## config.mk

```make
export PLATFORM = sky130hd
export DESIGN_NAME = aasi_finish
export DESIGN_NICKNAME = d
export VERILOG_FILES = /design/src/sv/assert_macros.svh /design/src/sv/aasi_pkg.sv /design/src/sv/aasi_finish.sv
export SDC_FILE = /design/constraint.sdc
export NUM_CORES = 1
export LEC_CHECK = 0
export CORE_AREA = 2 2 124 126
export DETAILED_ROUTE_END_ITERATION = 8
export DIE_AREA = 0 0 126 128
export DONT_BUFFER_PORTS = 1
export PLACE_DENSITY = 0.73
export SLEW_MARGIN = 20
export SYNTH_ARGS = -nofsm -noshare
export SYNTH_HDL_FRONTEND = slang
export SYNTH_SLANG_ARGS = --single-unit
export TNS_END_PERCENT = 1
```

## constraint.sdc

```tcl
create_clock -name clk_i -period 0.8 [get_ports clk_i]
set_input_delay 0.24 -clock clk_i [delete_from_list [all_inputs] [get_ports clk_i]]
set_output_delay 0.24 -clock clk_i [all_outputs]
set_load 0.005 [all_outputs]
```

## src/sv/assert_macros.svh

```systemverilog
// ----------------------------------------------------------------------------
// Assertion macros
// Shared concurrent assertion forms for the arc/segment crossing block.
// ----------------------------------------------------------------------------
`ifndef ASSERT_MACROS_SVH
`define ASSERT_MACROS_SVH

// Whenever ante holds, cons must hold in the same cycle.
`define AASI_ASSERT_IMPL(label, clk, rst_n, ante, cons, msg) \
  label: assert property (@(posedge clk) disable iff (!rst_n) (ante) |-> (cons)) \
    else $error(msg);

// The condition must never be observed while out of reset.
`define AASI_ASSERT_NEVER(label, clk, rst_n, cond, msg) \
  label: assert property (@(posedge clk) disable iff (!rst_n) !(cond)) \
    else $error(msg);

`endif

```

## src/sv/aasi_pkg.sv

```systemverilog
// ----------------------------------------------------------------------------
// aasi_pkg
// Types and constants shared by the arc/segment crossing pipeline.
// ----------------------------------------------------------------------------
package aasi_pkg;

  // Coordinate word and derived widths.
  localparam int CoordBits    = 32;
  localparam int RadBits      = CoordBits - 1;
  localparam int RootBits     = RadBits;
  localparam int RadicandBits = 2 * RootBits;
  localparam int CfgBits      = CoordBits;

  // Accept edge to result edge: setup stage, multiply stage, one cell per
  // root bit, and the output register.
  localparam int PipeLatency  = RootBits + 3;

  // Quadrant codes; anything else behaves as the +x -y quadrant.
  localparam logic [2:0] QuadPxPy = 3'd1;
  localparam logic [2:0] QuadNxPy = 3'd2;
  localparam logic [2:0] QuadNxNy = 3'd3;
  localparam logic [2:0] QuadPxNy = 3'd4;

  localparam logic [RadBits-1:0] RadiusReset = RadBits'(65536);

  // Configuration register indexes.
  typedef enum logic [1:0] {
    REG_CENTER_X     = 2'd0,
    REG_CENTER_Y     = 2'd1,
    REG_ARC_RADIUS   = 2'd2,
    REG_ARC_QUADRANT = 2'd3
  } aasi_reg_e;

  // One segment query.
  typedef struct packed {
    logic                        operation;
    logic signed [CoordBits-1:0] line_pos;
    logic signed [CoordBits-1:0] span_low;
    logic signed [CoordBits-1:0] span_high;
  } aasi_item_t;

  // One crossing result.
  typedef struct packed {
    logic                        hit;
    logic signed [CoordBits-1:0] point_x;
    logic signed [CoordBits-1:0] point_y;
  } aasi_result_t;

  // Per-query values that ride along with the square root.
  typedef struct packed {
    logic                        vertical;
    logic                        in_reach;
    logic                        free_pos;
    logic signed [CoordBits-1:0] pos;
    logic signed [CoordBits-1:0] span_low;
    logic signed [CoordBits-1:0] span_high;
    logic signed [CoordBits-1:0] cfree;
  } aasi_side_t;

  // Contents handed from one square-root cell to the next.
  typedef struct packed {
    logic                      valid;
    logic [RootBits:0]         rem;
    logic [RootBits-1:0]       root;
    logic [RadicandBits-1:0]   rad;
    aasi_side_t                side;
  } aasi_cell_t;

endpackage

```

## src/sv/aasi_finish.sv

```systemverilog
// ----------------------------------------------------------------------------
// aasi_finish
// Places the offset on the free axis, tests it against the segment span and
// registers the result for one strobe cycle.
// ----------------------------------------------------------------------------
module aasi_finish (
  input  logic                   clk_i,
  input  logic                   rst_ni,
  input  aasi_pkg::aasi_cell_t   cell_i,
  output logic                   done_o,
  output aasi_pkg::aasi_result_t result_o
);
  import aasi_pkg::*;

  logic signed [CoordBits+1:0] cfree_x;
  logic signed [CoordBits+1:0] root_x;
  logic signed [CoordBits+1:0] lo_x;
  logic signed [CoordBits+1:0] hi_x;
  logic signed [CoordBits+1:0] coord;
  aasi_result_t                result_d;
  logic                        done_q;
  aasi_result_t                result_q;

  // Full-precision crossing coordinate and span test.
  always_comb begin
    cfree_x = {{2{cell_i.side.cfree[CoordBits-1]}}, cell_i.side.cfree};
    root_x  = {3'b000, cell_i.root};
    lo_x    = {{2{cell_i.side.span_low[CoordBits-1]}}, cell_i.side.span_low};
    hi_x    = {{2{cell_i.side.span_high[CoordBits-1]}}, cell_i.side.span_high};
    coord   = cell_i.side.free_pos ? (cfree_x + root_x) : (cfree_x - root_x);

    result_d.hit = cell_i.side.in_reach && (coord >= lo_x) && (coord <= hi_x);
    if (!result_d.hit) begin
      result_d.point_x = '0;
      result_d.point_y = '0;
    end else if (cell_i.side.vertical) begin
      result_d.point_x = cell_i.side.pos;
      result_d.point_y = coord[CoordBits-1:0];
    end else begin
      result_d.point_x = coord[CoordBits-1:0];
      result_d.point_y = cell_i.side.pos;
    end
  end

  // Result strobe.
  always_ff @(posedge clk_i or negedge rst_ni) begin
    if (!rst_ni) begin
      done_q <= 1'b0;
    end else begin
      done_q <= cell_i.valid;
    end
  end

  // Result payload.
  always_ff @(posedge clk_i) begin
    if (cell_i.valid) begin
      result_q <= result_d;
    end
  end

  assign done_o   = done_q;
  assign result_o = result_q;

endmodule

```

======== After elaboration in Yosys (flattened, before gate mapping) ========
Index checks and enable logic that the tools add are counted.
storage, ports and cells
  output and inout bits ................... 66
  input bits .............................. 259
  word-level logic and storage cells ...... 12
  flip-flop bits (word level) ............. 66
operators by class
  $lt $le $gt $ge ......................... 2
  reductions and logical operators ........ 2
  multiplexer cells ....................... 2
  add/sub/neg operators ................... 2
operators by type and width
  operator           count
  $mux 64            1
  $ge 34x32->1       1
  $le 34x32->1       1
  $mux 34            1
  $add 32x32->33     1
  $sub 32x32->33     1
  $logic_and 1x1->1  2

======== Depth between registers and ports, before layout ========
Gate-level depths: netlist of run 1.
  depth in word-level cells ............... 5
  mapped depth ............................ 31
  mapped depth without buffers ............ 29

======== Worst setup path before layout of run 1 ========
OpenSTA, ideal clock, no wires.
  path kind ............................... input -> register
  start point ............................. input port cell_i[202] (netlist name)
  end point ............................... register result_q, in the netlist result_o[26], data pin
  buffers on the path ..................... 3
  setup time .............................. 0.149 ns
  setup slack ............................. -4.736 ns
  data required time ...................... 0.651 ns
  arrival time ............................ 5.387 ns
  cell stages on the path ................. 30
  cell sequence ........................... nor4_1 nand2b_1 nor3_1 nand2_1 nor2_1 and2_1 a21oi_1 xor2_1 ha_1 clkbuf_1 a21o_1 a21o_1 a21oi_1 o21bai_1 a21oi_1 o211ai_1 a31oi_1 xor2_1 inv_1 ha_1 nand2_1 nor2_1 nand2_1 or3_1 or3_1 a211o_1 buf_2 or2_0 buf_6 o22ai_2
on the way
  cells in the longest elaborated chain, start to end .. 5
  elaborated cells between the ends (all ways) .. 8
  those cells by class .................... add/sub: 2; order compare: 2; mux: 2; reduce/logical: 2
ends and longest elaborated chain
  item                                                     line               source
  start: declaration                                       aasi_finish.sv:9   input aasi_pkg::aasi_cell_t cell_i,
  $sub 32x32->33 / $add 32x32->33 (equally long branches)  aasi_finish.sv:30  coord = cell_i.side.free_pos ? (cfree_x + root_x) : (cfree_x - root_x);
  $mux 34 (*)                                              aasi_finish.sv:30
  $ge 34x32->1                                             aasi_finish.sv:32  result_d.hit = cell_i.side.in_reach && (coord >= lo_x) && (coord <= hi_x);
  $logic_and 1x1->1 (2 in a row)                           aasi_finish.sv:32
  end signal: assignment                                   aasi_finish.sv:57  result_q <= result_d;
  end: declaration                                         aasi_finish.sv:22  aasi_result_t result_q;
Mark *: on every way between the ends. The rest lies on a longest branch, timed or not.
A chain may end at the register's enable or synchronous reset.

======== Final worst setup path of run 1 ========
  start point ............................. input port cell_i[199] (netlist name)
  end point ............................... register result_q, in the netlist result_o[21], data pin
The elaborated chain is that of the path after synthesis.

==> summary.md, run 1 <==
| Metric | Value |
|---|---|
| Final Hold Fails | 0 |
| Worst Hold Class | input pin to flop |
| Final non-filler cell total | 1,237 |
| Via count | 7,082 |
| CP required | 0.98 ns |
| Placer Congestion | 0.893 |
| Upper clock frequency limit | 193 MHz |
| Pin count of the biggest net entering global routing | 67 |
| DIE AREA | 0.0161 mm² |
| Initial antenna violation count | 2 |
| Final instance area | 0.00947 mm² |
| CTS tree | yes |
| Die Ht | 128 µm |
| Num CTS Buffers | 9 |
| DRT Wirelength | 22,900 µm |
| FFs w/ async S/R, synth | 1.52% |
| Vias in the first global route | 6,905 |
| Worst Path Buf+Inv | 4 |
| Dpl hpwl | 18,800 µm |
| Total of max-cap violations | 0 |
| Setup Crit Path Kind | input pin to flop |
| First-pass GRT wire length | 35,300 µm |
| CP arrival | 5.37 ns |
| Clk buf depth | 2 |
| Antenna Nets Post-Route | 0 |
| Hold path startpoint | cell_i[256] |
| Critical Path End Type | flop |
| Seq cells post-synth | 66 |
| Grt ovf | 0 |
| Hold worst-path end | result_o[38]$_SDFFCE_PN0P_ |
| Avg Cell Area, Syn | 8.44 µm² |
| Crit start category | input pin |
| Fillers | 1,260 |
| CP max FO | 29 |
| Min cycle time layout | 5.19 ns |
| H-tree depth | 3 |
| Mapped Nets | 1,208 |
| CP delay by family, top | simple AND/OR/NAND/NOR gates |
| Dpl cell area | 0.00885 mm² |
| Status | finished, violations left |
| CTS Sinks | 66 |
| Area Overhead vs Synth | 32.4% |
| Starting Density | 48.2% |
| Leak | 4.63 nW |
| Fin util | 63.7% |
| RSZ-0062 raised after global routing | true |
| CP max-delay cell | nor4_4 |
| Number of flops mapped to enable cells by yosys | 65 |
| Drt first pass iters | 4 |
| Row cnt | 45 |
| Post-Syn Instances | 848 |
| Root buffer cell | clkbuf_16 |
| Period utilisation layout | 649% |
| Max incr delay on CP | 0.40 ns |
| Placed instance count | 1,207 |
| DR vias/cell | 5.73 |
| Mapped cell area | 0.00716 mm² |
| Number of remaining DRC errors | 0 |
| Die width | 126 µm |
| Share of cells above drive strength 1 | 27.1% |
| YS warnings | 0 |
| Port Buf Inserts | 0 |
| Routed WL per cell | 18.5 µm |
| Maximum VDD drop | 1.24 mV |
| Core area | 0.0149 mm² |
| Final worst slack | -4.39 ns |
| Gr usage total | 27.4% |
| Violated checks | setup timing |
| Most frequently used flop master after synthesis | edfxtp_1 |
| Unique masters post-synth | 55 |
| Endpoints failing setup | 131 |
| Initial DRC Count | 446 |
| Hold depth | 0 |
| Num ports | 325 |
| Register area share after synthesis | 27.6% |
| Power Density | 1920 mW/mm² |
| Max Slew Vio Count | 0 |
| Max transition margin | 68.1% |
| Worst-margin pin slew | 0.476 ns |
| Final net count | 1,403 |
| Clock-pin slew on the worst setup and hold paths | 0.05 ns |
## layout make-up
class                   instances  area, µm²  area share, %
flip-flops and latches         66       1980           20.9
well taps                     188        235           2.48
clock buffers                  11        233           2.46
inverters                      91        342           3.61
diodes                          1       2.50         0.0264
multi-input cells             662       5000           52.8
clock inverters                 5       31.3          0.330
repair buffers                213       1650           17.4
## synth_stat cells (4+ instances only)
cell,number,share of area (%)
a21o_1,42,4.4
a21oi_1,84,5.9
a31oi_1,14,1.2
and2_1,9,0.79
and3_1,15,1.3
buf_2,4,0.28
clkbuf_1,21,1.1
edfxtp_1,65,27
ha_1,100,17
inv_1,91,4.8
mux2i_1,36,5.0
nand2_1,58,3.0
nand2b_1,4,0.35
nand3_1,18,1.3
nand4_1,18,1.6
nor2_1,74,3.9
nor2b_1,12,1.0
nor3_1,15,1.0
nor4_1,10,0.87
o211ai_1,7,0.73
o21a_1,8,0.84
o21ai_0,22,1.5
o22ai_1,11,0.96
or3_1,10,0.87
xnor2_1,19,2.3
xor2_1,32,3.9
## metrics by stage
step / setup slack, ns / setup TNS, ns / hold slack [ns] / total power [mW]
finish: -4.39 / -292.34 / 0.0253 / 18.2
global route: -4.75 / -317.37 / 0.0115 / 19.4
CTS: -4.31 / -286.02 / 0.0191 / 17.8
detailed placement: -5.20 / -327.97 / -0.0556 / 14.0
global placement: -5.02 / -318.83 / -0.0556 / 13.7
floorplan: -4.61 / -290.26 / -0.0556 / 9.88
## how the worst max path moves through the flow
stage,startpoint,to,depth (start not counted)
3_5_place_dp,cell_i[198],result_o[62]$_SDFFCE_PN0P_,28
2_1_floorplan,cell_i[199],result_o[26]$_SDFFCE_PN0P_,29
5_1_grt,cell_i[199],result_o[21]$_SDFFCE_PN0P_,28
6_report,cell_i[199],result_o[21]$_SDFFCE_PN0P_,28
3_3_place_gp,cell_i[198],result_o[28]$_SDFFCE_PN0P_,28
4_1_cts,cell_i[198],result_o[21]$_SDFFCE_PN0P_,29
## state kept, by name (all words and copies together), names as in the netlist
| register | count |
|---|---|
| result_o | 65 |
| done_o | 1 |
## power by group
group          internal (mW)  switching, mW
registers               4.39          0.242
clock network           2.08           1.40
logic                   5.11           4.96
total                   11.6           6.60
## cell usage in the layout (no fill, tap or decap), types with 10 or more instances in the layout
cell type and n:
mux2i_1 36, nand3_1 17, ha_1 97, a21oi_1 70, a21o_1 42, o21ai_0 17
and3_1 12, buf_4 207, xnor2_1 19, nand4_1 18, inv_1 91, a31oi_1 13
nor3_1 12, nor2b_1 11, xor2_1 32, nand2_1 56, edfxtp_1 65, clkbuf_16 10
a21oi_2 14, nor2_1 72
## kinds of logic after synthesis
family                     synth area share, %
DFF                                       27.6
adders and majority gates                 17.8
xor gates and xnor gates                  6.24
AOI/OAI and AO/OA                         18.8
and+or+nand+nor                           17.8
buffers and inverters                     6.47
muxes                                     5.35
## layer usage
layer,wire length (µm),vias to the layer above,global-route usage (%)
met2,10300,324,43.5
met1,9730,3260,35.4
met5,0,-,0
met3,2300,49,9.43
li1,-,3449,-
met4,610,0,8.66
## timing repair
item	4_1_cts	5_1_grt
pin swaps	11	17
buffers inserted	9	1
setup endpoints to repair	131	131
hold buffers	2	0
resized for setup	21	29
hold endpoints to repair	2	0
cloned	0	1
No activity file was read; power rests on OpenSTA's default activity.
==> run 2: changes to the inputs <==
--- a/config.mk
+++ b/config.mk
@@ -5,11 +5,12 @@
 export SDC_FILE = /design/constraint.sdc
 export NUM_CORES = 1
 export LEC_CHECK = 0
-export CORE_AREA = 2 2 124 126
+export ABC_AREA = 1
+export CORE_MARGIN = 2
+export CORE_UTILIZATION = 52
 export DETAILED_ROUTE_END_ITERATION = 8
-export DIE_AREA = 0 0 126 128
 export DONT_BUFFER_PORTS = 1
-export PLACE_DENSITY = 0.73
+export PLACE_DENSITY = 0.77
 export SLEW_MARGIN = 20
 export SYNTH_ARGS = -nofsm -noshare
 export SYNTH_HDL_FRONTEND = slang
==> run 2 against run 1 <==
Against the previous run: the flow still finishes with violations (setup timing); non-clock buffer count rose by 76; area after synthesis rose by 25%; critical path type unchanged; cell count rose by 53%; sequential cell count did not move; design area rose by 31%; wire length rose by 34%; setup slack improved by 0.97 ns; via count rose by 37%; sequential share of layout area fell by 4.9 points; first-iteration DRC count rose by 19%; clock power rose by 12%; total power rose by 23%.
==> summary.md, run 2 <==
| Metric | Value |
|---|---|
| Final net count | 2,025 |
| # diodes | 0 |
| Most frequent cells in the layout | nand2_1, inv_1, buf_4 |
| Pin count of the biggest net entering global routing | 67 |
| Post-synthesis xor/xnor area fraction | 4.30% |
| Initial DRC Count | 530 |
| Number of flops mapped to enable cells by yosys | 65 |
| Most frequent cell after synthesis | nand2_1 |
| Crit start category | input pin |
| Critical Path End Type | flop |
| Gr usage total | 32.1% |
| Mux cell area share after synthesis | 0% |
| Core area | 0.0167 mm² |
| Final non-filler cell total | 1,890 |
| Final worst slack | -3.42 ns |
| Starting Density | 53.5% |
| Routed WL per cell | 16.3 µm |
| Number of remaining DRC errors | 0 |
| Max Slew Vio Count | 0 |
| Yosys top cell area share | 21.8% |
| Most Frequent Cell on Critical Path | nor2_1 |
| Grt ovf | 0 |
| Via count | 9,702 |
| Violated checks | setup timing |
| Worst-margin pin slew | 0.412 ns |
| Drt first pass iters | 6 |
| Power Density | 1800 mW/mm² |
| DR vias/cell | 5.13 |
| Avg Cell Area, Syn | 6.44 µm² |
| Register area share after synthesis | 22.1% |
| Setup Crit Path Kind | input pin to flop |
| Mapped cell area | 0.00894 mm² |
| Post-synth top area cell | edfxtp_1 |
| H-tree depth | 3 |
| CP arrival | 4.30 ns |
| RSZ-0062 raised after global routing | true |
| Die Ht | 135 µm |
| YS warnings | 0 |
| Hold path startpoint | cell_i[256] |
| Synth Area in Simple Gates | 37.3% |
| Endpoints failing setup | 131 |
| Post-Syn Instances | 1,388 |
| Final Hold Fails | 0 |
| Compound-Gate Fraction of Synth Area | 6.69% |
| Overall power | 22.4 mW |
| Area Overhead vs Synth | 38.8% |
| Num ports | 325 |
| Row cnt | 47 |
| Worst Hold Class | input pin to flop |
| CP required | 0.88 ns |
| Unique masters post-synth | 36 |
| Fin util | 74.3% |
| Initial antenna violation count | 0 |
| Placed instance count | 1,791 |
| Upper clock frequency limit | 237 MHz |
| Leak | 6.68 nW |
| Max incr delay on CP | 0.33 ns |
| CTS Sinks | 66 |
| Total of max-cap violations | 0 |
| Root buffer cell | clkbuf_16 |
| DIE AREA | 0.0182 mm² |
| Die width | 135 µm |
| Min cycle time layout | 4.22 ns |
| Most instantiated cells after synthesis | nand2_1, inv_1, nor2_1, ha_1, nand3_1 |
| Adder-Cell Fraction of Synth Area | 14.2% |
| CTS tree | yes |
| CP max FO | 11 |
| Seq cells post-synth | 66 |
| Most frequently used flop master after synthesis | edfxtp_1 |
| Largest family of logic cells by synthesized area | simple AND/OR/NAND/NOR gates |
| Hold depth | 0 |
| CP max-delay cell | ha_1 |
| Clock-pin slew on the worst setup and hold paths | 0.06 ns |
| Placer Congestion | 0.963 |
| Num CTS Buffers | 9 |
| FFs w/ async S/R, synth | 1.52% |
| Commonest non-fill, non-tap cell in the layout | nand2_1 |
| Share of cells above drive strength 1 | 30.4% |
| Antenna Nets Post-Route | 0 |
| Placement Setup Slack | -3.97 ns |
| Max FFs per register | 65 |
| Max transition margin | 72.2% |
| DRT Wirelength | 30,800 µm |
| Status | finished, violations left |
| Mapped Nets | 1,748 |
| Port Buf Inserts | 0 |
| First-pass GRT wire length | 46,100 µm |
| Top post-synthesis cells by area | edfxtp_1, nand2_1, ha_1, inv_1, nor2_4 |
| Dpl hpwl | 22,800 µm |
| Maximum VDD drop | 1.93 mV |
| Period utilisation layout | 527% |
| Clk buf depth | 2 |
| Vias in the first global route | 9,402 |
| Hold worst-path end | result_o[41]$_SDFFCE_PN0P_ |
run 2: changes by cell type after synthesis, moves of 12 or more:
| cell | delta |
|---|---|
| nand2_1 | +361 |
| inv_1 | +221 |
| nand3_1 | +54 |
| nor2_4 | +49 |
| nor2_1 | +41 |
| a21o_1 | -39 |
| a21oi_1 | -36 |
| mux2i_1 | -36 |
| o21ai_0 | +30 |
| a31oi_1 | -14 |
| and3_1 | -14 |
| nor2b_1 | -12 |
| xnor2_1 | -12 |
run 2: power breakdown:
part / switching, mW / internal (mW) / total, mW
sequential: 0.278 / 4.40 / 4.67
clock: 1.49 / 2.40 / 3.89
combinational: 7.37 / 6.44 / 13.8
total: 9.13 / 13.2 / 22.4
run 2: per-layer routing:
layer | up-vias | share of wire, % | track usage, %
met2 | 441 | 48 | 55.0
li1 | 4821 | - | -
met1 | 4343 | 40 | 38.7
met4 | 0 | 4.3 | 15.9
met3 | 97 | 8.0 | 5.71
met5 | - | 0 | 0
run 2: worst max-delay path by stage:
stage                 from                    endpoint  slack, ns  depth (start not counted)
2_1_floorplan  cell_i[196]   result_o[0]$_SDFFCE_PN0P_      -3.25                         36
3_3_place_gp   cell_i[194]  result_o[34]$_SDFFCE_PN0P_      -3.99                         31
3_5_place_dp   cell_i[196]  result_o[34]$_SDFFCE_PN0P_      -3.97                         36
4_1_cts        cell_i[196]  result_o[44]$_SDFFCE_PN0P_      -3.34                         32
5_1_grt        cell_i[201]  result_o[31]$_SDFFCE_PN0P_      -3.78                         34
6_report       cell_i[196]  result_o[31]$_SDFFCE_PN0P_      -3.42                         34
run 2: cell families (layout without fill, tap and decap cells):
group,Yosys count,count (layout)
AOI/OAI and AO/OA,114,114
xor gates and xnor gates,43,43
adders and majority gates,101,101
buffers and inverters,342,624
DFF,66,66
and+or+nand+nor,722,722
run 2: area by class of cell:
cell class	count	area (µm²)
clock buffer	11	233
multi-input combinational	980	6220
timing repair buffer	289	2440
inverter	319	1200
sequential	66	1980
tap	220	275
fill	1265	4300
clock inverter	5	55.1
run 2: critical path: cells and delay by family:
kind	cells	cell delay [ns]
AOI/OAI and AO/OA	5	0.57
adders and majority gates	2	0.63
xor gates and xnor gates	2	0.43
and+or+nand+nor	19	1.75
buffers and inverters	6	0.67
run 2: through the flow:
stage / hold slack [ns] / setup TNS, ns / cell area, µm²
after detailed placement: -0.0555 / -254.28 / 10700
after floorplan: -0.0556 / -208.00 / 9000
after global placement: -0.0556 / -256.25 / 10700
after CTS: 0.0207 / -224.88 / 12100
final: 0.0127 / -231.17 / 12400
after global routing: 0.0104 / -255.00 / 12400
run 2: timing repair:
action,in CTS,in global routing
endpoints found under the hold margin,2,0
pin swaps,82,49
hold buffers,2,0
cloned,4,2
gates resized for setup,121,55
setup buffers,68,9
endpoints found under the setup margin,131,131
==> run 3: changes to the inputs <==
--- a/config.mk
+++ b/config.mk
@@ -6,6 +6,7 @@
 export NUM_CORES = 1
 export LEC_CHECK = 0
 export ABC_AREA = 1
+export CORE_ASPECT_RATIO = 1.75
 export CORE_MARGIN = 2
 export CORE_UTILIZATION = 52
 export DETAILED_ROUTE_END_ITERATION = 8
==> run 3 against run 2 <==
Against the previous run: the flow still finishes with violations (setup timing); highest routed layer unchanged; total power is 2.5% lower; sequential cell count stayed put; first-iteration DRC count is 33% lower.
==> summary.md, run 3 (synthesis results as in run 2) <==
| Metric | Value |
|---|---|
| Port Buf Inserts | 0 |
| Num CTS Buffers | 9 |
| Core area | 0.0169 mm² |
| Area of the multi-input gates | 0.00628 mm² |
| Status | finished, violations left |
| Most Frequent Cell on Critical Path | buf_4 |
| Period utilisation layout | 535% |
| Grt ovf | 0 |
| Initial antenna violation count | 0 |
| Max Slew Vio Count | 0 |
| Routed WL per cell | 15.5 µm |
| Placement Setup Slack | -4.01 ns |
| Starting Density | 53.0% |
| Pin count of the biggest net entering global routing | 67 |
| CP arrival | 4.37 ns |
| First-pass GRT wire length | 43,100 µm |
| Final Hold Fails | 0 |
| CTS tree | yes |
| Endpoints failing setup | 131 |
| Vias in the first global route | 9,200 |
| Min Hold Slack | 0.0187 ns |
| Worst Path Buf+Inv | 17 |
| Max transition margin | 74.7% |
| Critical Path End Type | flop |
| Initial DRC Count | 355 |
| Antenna Nets Post-Route | 0 |
| Fillers | 1,395 |
| Worst-margin pin slew | 0.376 ns |
| H-tree depth | 3 |
| Clock-pin slew on the worst setup and hold paths | 0.05 ns |
| RSZ-0062 raised after global routing | true |
| Most frequent cells in the layout | nand2_1, inv_1, buf_4 |
| Total of max-cap violations | 0 |
| Die width | 103 µm |
| Commonest non-fill, non-tap cell in the layout | nand2_1 |
| Critical Path Source | cell_i[197] |
| Gr usage total | 30.3% |
| Final worst slack | -3.48 ns |
| Crit start category | input pin |
| Final net count | 1,997 |
| Max incr delay on CP | 0.27 ns |
| DR vias/cell | 5.07 |
| Via count | 9,473 |
| Sequential Area | 0.00198 mm² |
| Setup Crit Path Kind | input pin to flop |
| CP max-delay cell | ha_4 |
| CP max FO | 4 |
| Overall power | 21.8 mW |
| Max FFs per register | 65 |
| Dpl hpwl | 22,500 µm |
| Leak | 6.58 nW |
| Placed instance count | 1,795 |
| Drt first pass iters | 5 |
| Clk buf depth | 2 |
| Fin util | 72.6% |
| DRT Wirelength | 29,000 µm |
| Power Density | 1780 mW/mm² |
| Worst Hold Class | input pin to flop |
| Row cnt | 63 |
| CP delay by family, top | buffers and inverters |
| Share of cells above drive strength 1 | 30.4% |
| Number of remaining DRC errors | 0 |
| Num ports | 325 |
| Violated checks | setup timing |
| Upper clock frequency limit | 234 MHz |
| Final non-filler cell total | 1,870 |
| CP required | 0.89 ns |
| DIE AREA | 0.0183 mm² |
| Root buffer cell | clkbuf_16 |
| Hold path startpoint | cell_i[256] |
| Maximum VDD drop | 1.33 mV |
| CTS Sinks | 66 |
| Area Overhead vs Synth | 37.0% |
| Die Ht | 177 µm |
| Min cycle time layout | 4.28 ns |
| Placer Congestion | 0.953 |
## run 3: area by class of cell
type                       instances  share of cell area (%)
antenna                            1                  0.0204
clock buffer                       9                    1.84
clock inverter                     7                   0.766
inverter                         319                    9.80
multi-input combinational        980                    51.3
sequential                        66                    16.1
tap                              227                    2.32
timing repair buffer             261                    17.8
## run 3: final timing paths
path                                               to  slack, ns  cells after the start
setup / recovery           result_o[57]$_SDFFCE_PN0P_      -3.48                     36
hold / removal             result_o[25]$_SDFFCE_PN0P_       0.02                      0
max in group asynchronous            done_o$_DFF_PN0_       0.57                      1
min in group asynchronous            done_o$_DFF_PN0_       0.12                      1
## run 3: metrics by stage
stage          TNS, ns  area, µm²
2_1_floorplan  -208.00       9000
3_3_place_gp   -257.71      10700
3_5_place_dp   -258.03      10700
4_1_cts        -228.37      11700
5_1_grt        -250.30      12200
6_report       -231.04      12200
## run 3: where the power goes
group / switching, mW / internal, mW / leakage (nW)
clock network: 1.44 / 2.72 / 0.151
registers: 0.238 / 4.39 / 0.631
logic: 6.95 / 6.08 / 5.79
total: 8.63 / 13.2 / 6.58
## run 3: metal layers
metal,GRT usage [%],wire (µm),vias to the layer above
li1,-,-,4754
met1,32.9,10400,4221
met2,54.1,14700,397
met3,4.69,1960,101
met4,17.5,1920,0
met5,0,0,-
## run 3: repair_timing
item | in CTS | in global routing
hold buffers | 2 | 0
setup endpoints to repair | 131 | 131
cloned | 3 | 3
pin swaps | 52 | 82
gates resized for setup | 83 | 113
buffers inserted | 43 | 12
endpoints found under the hold margin | 2 | 0
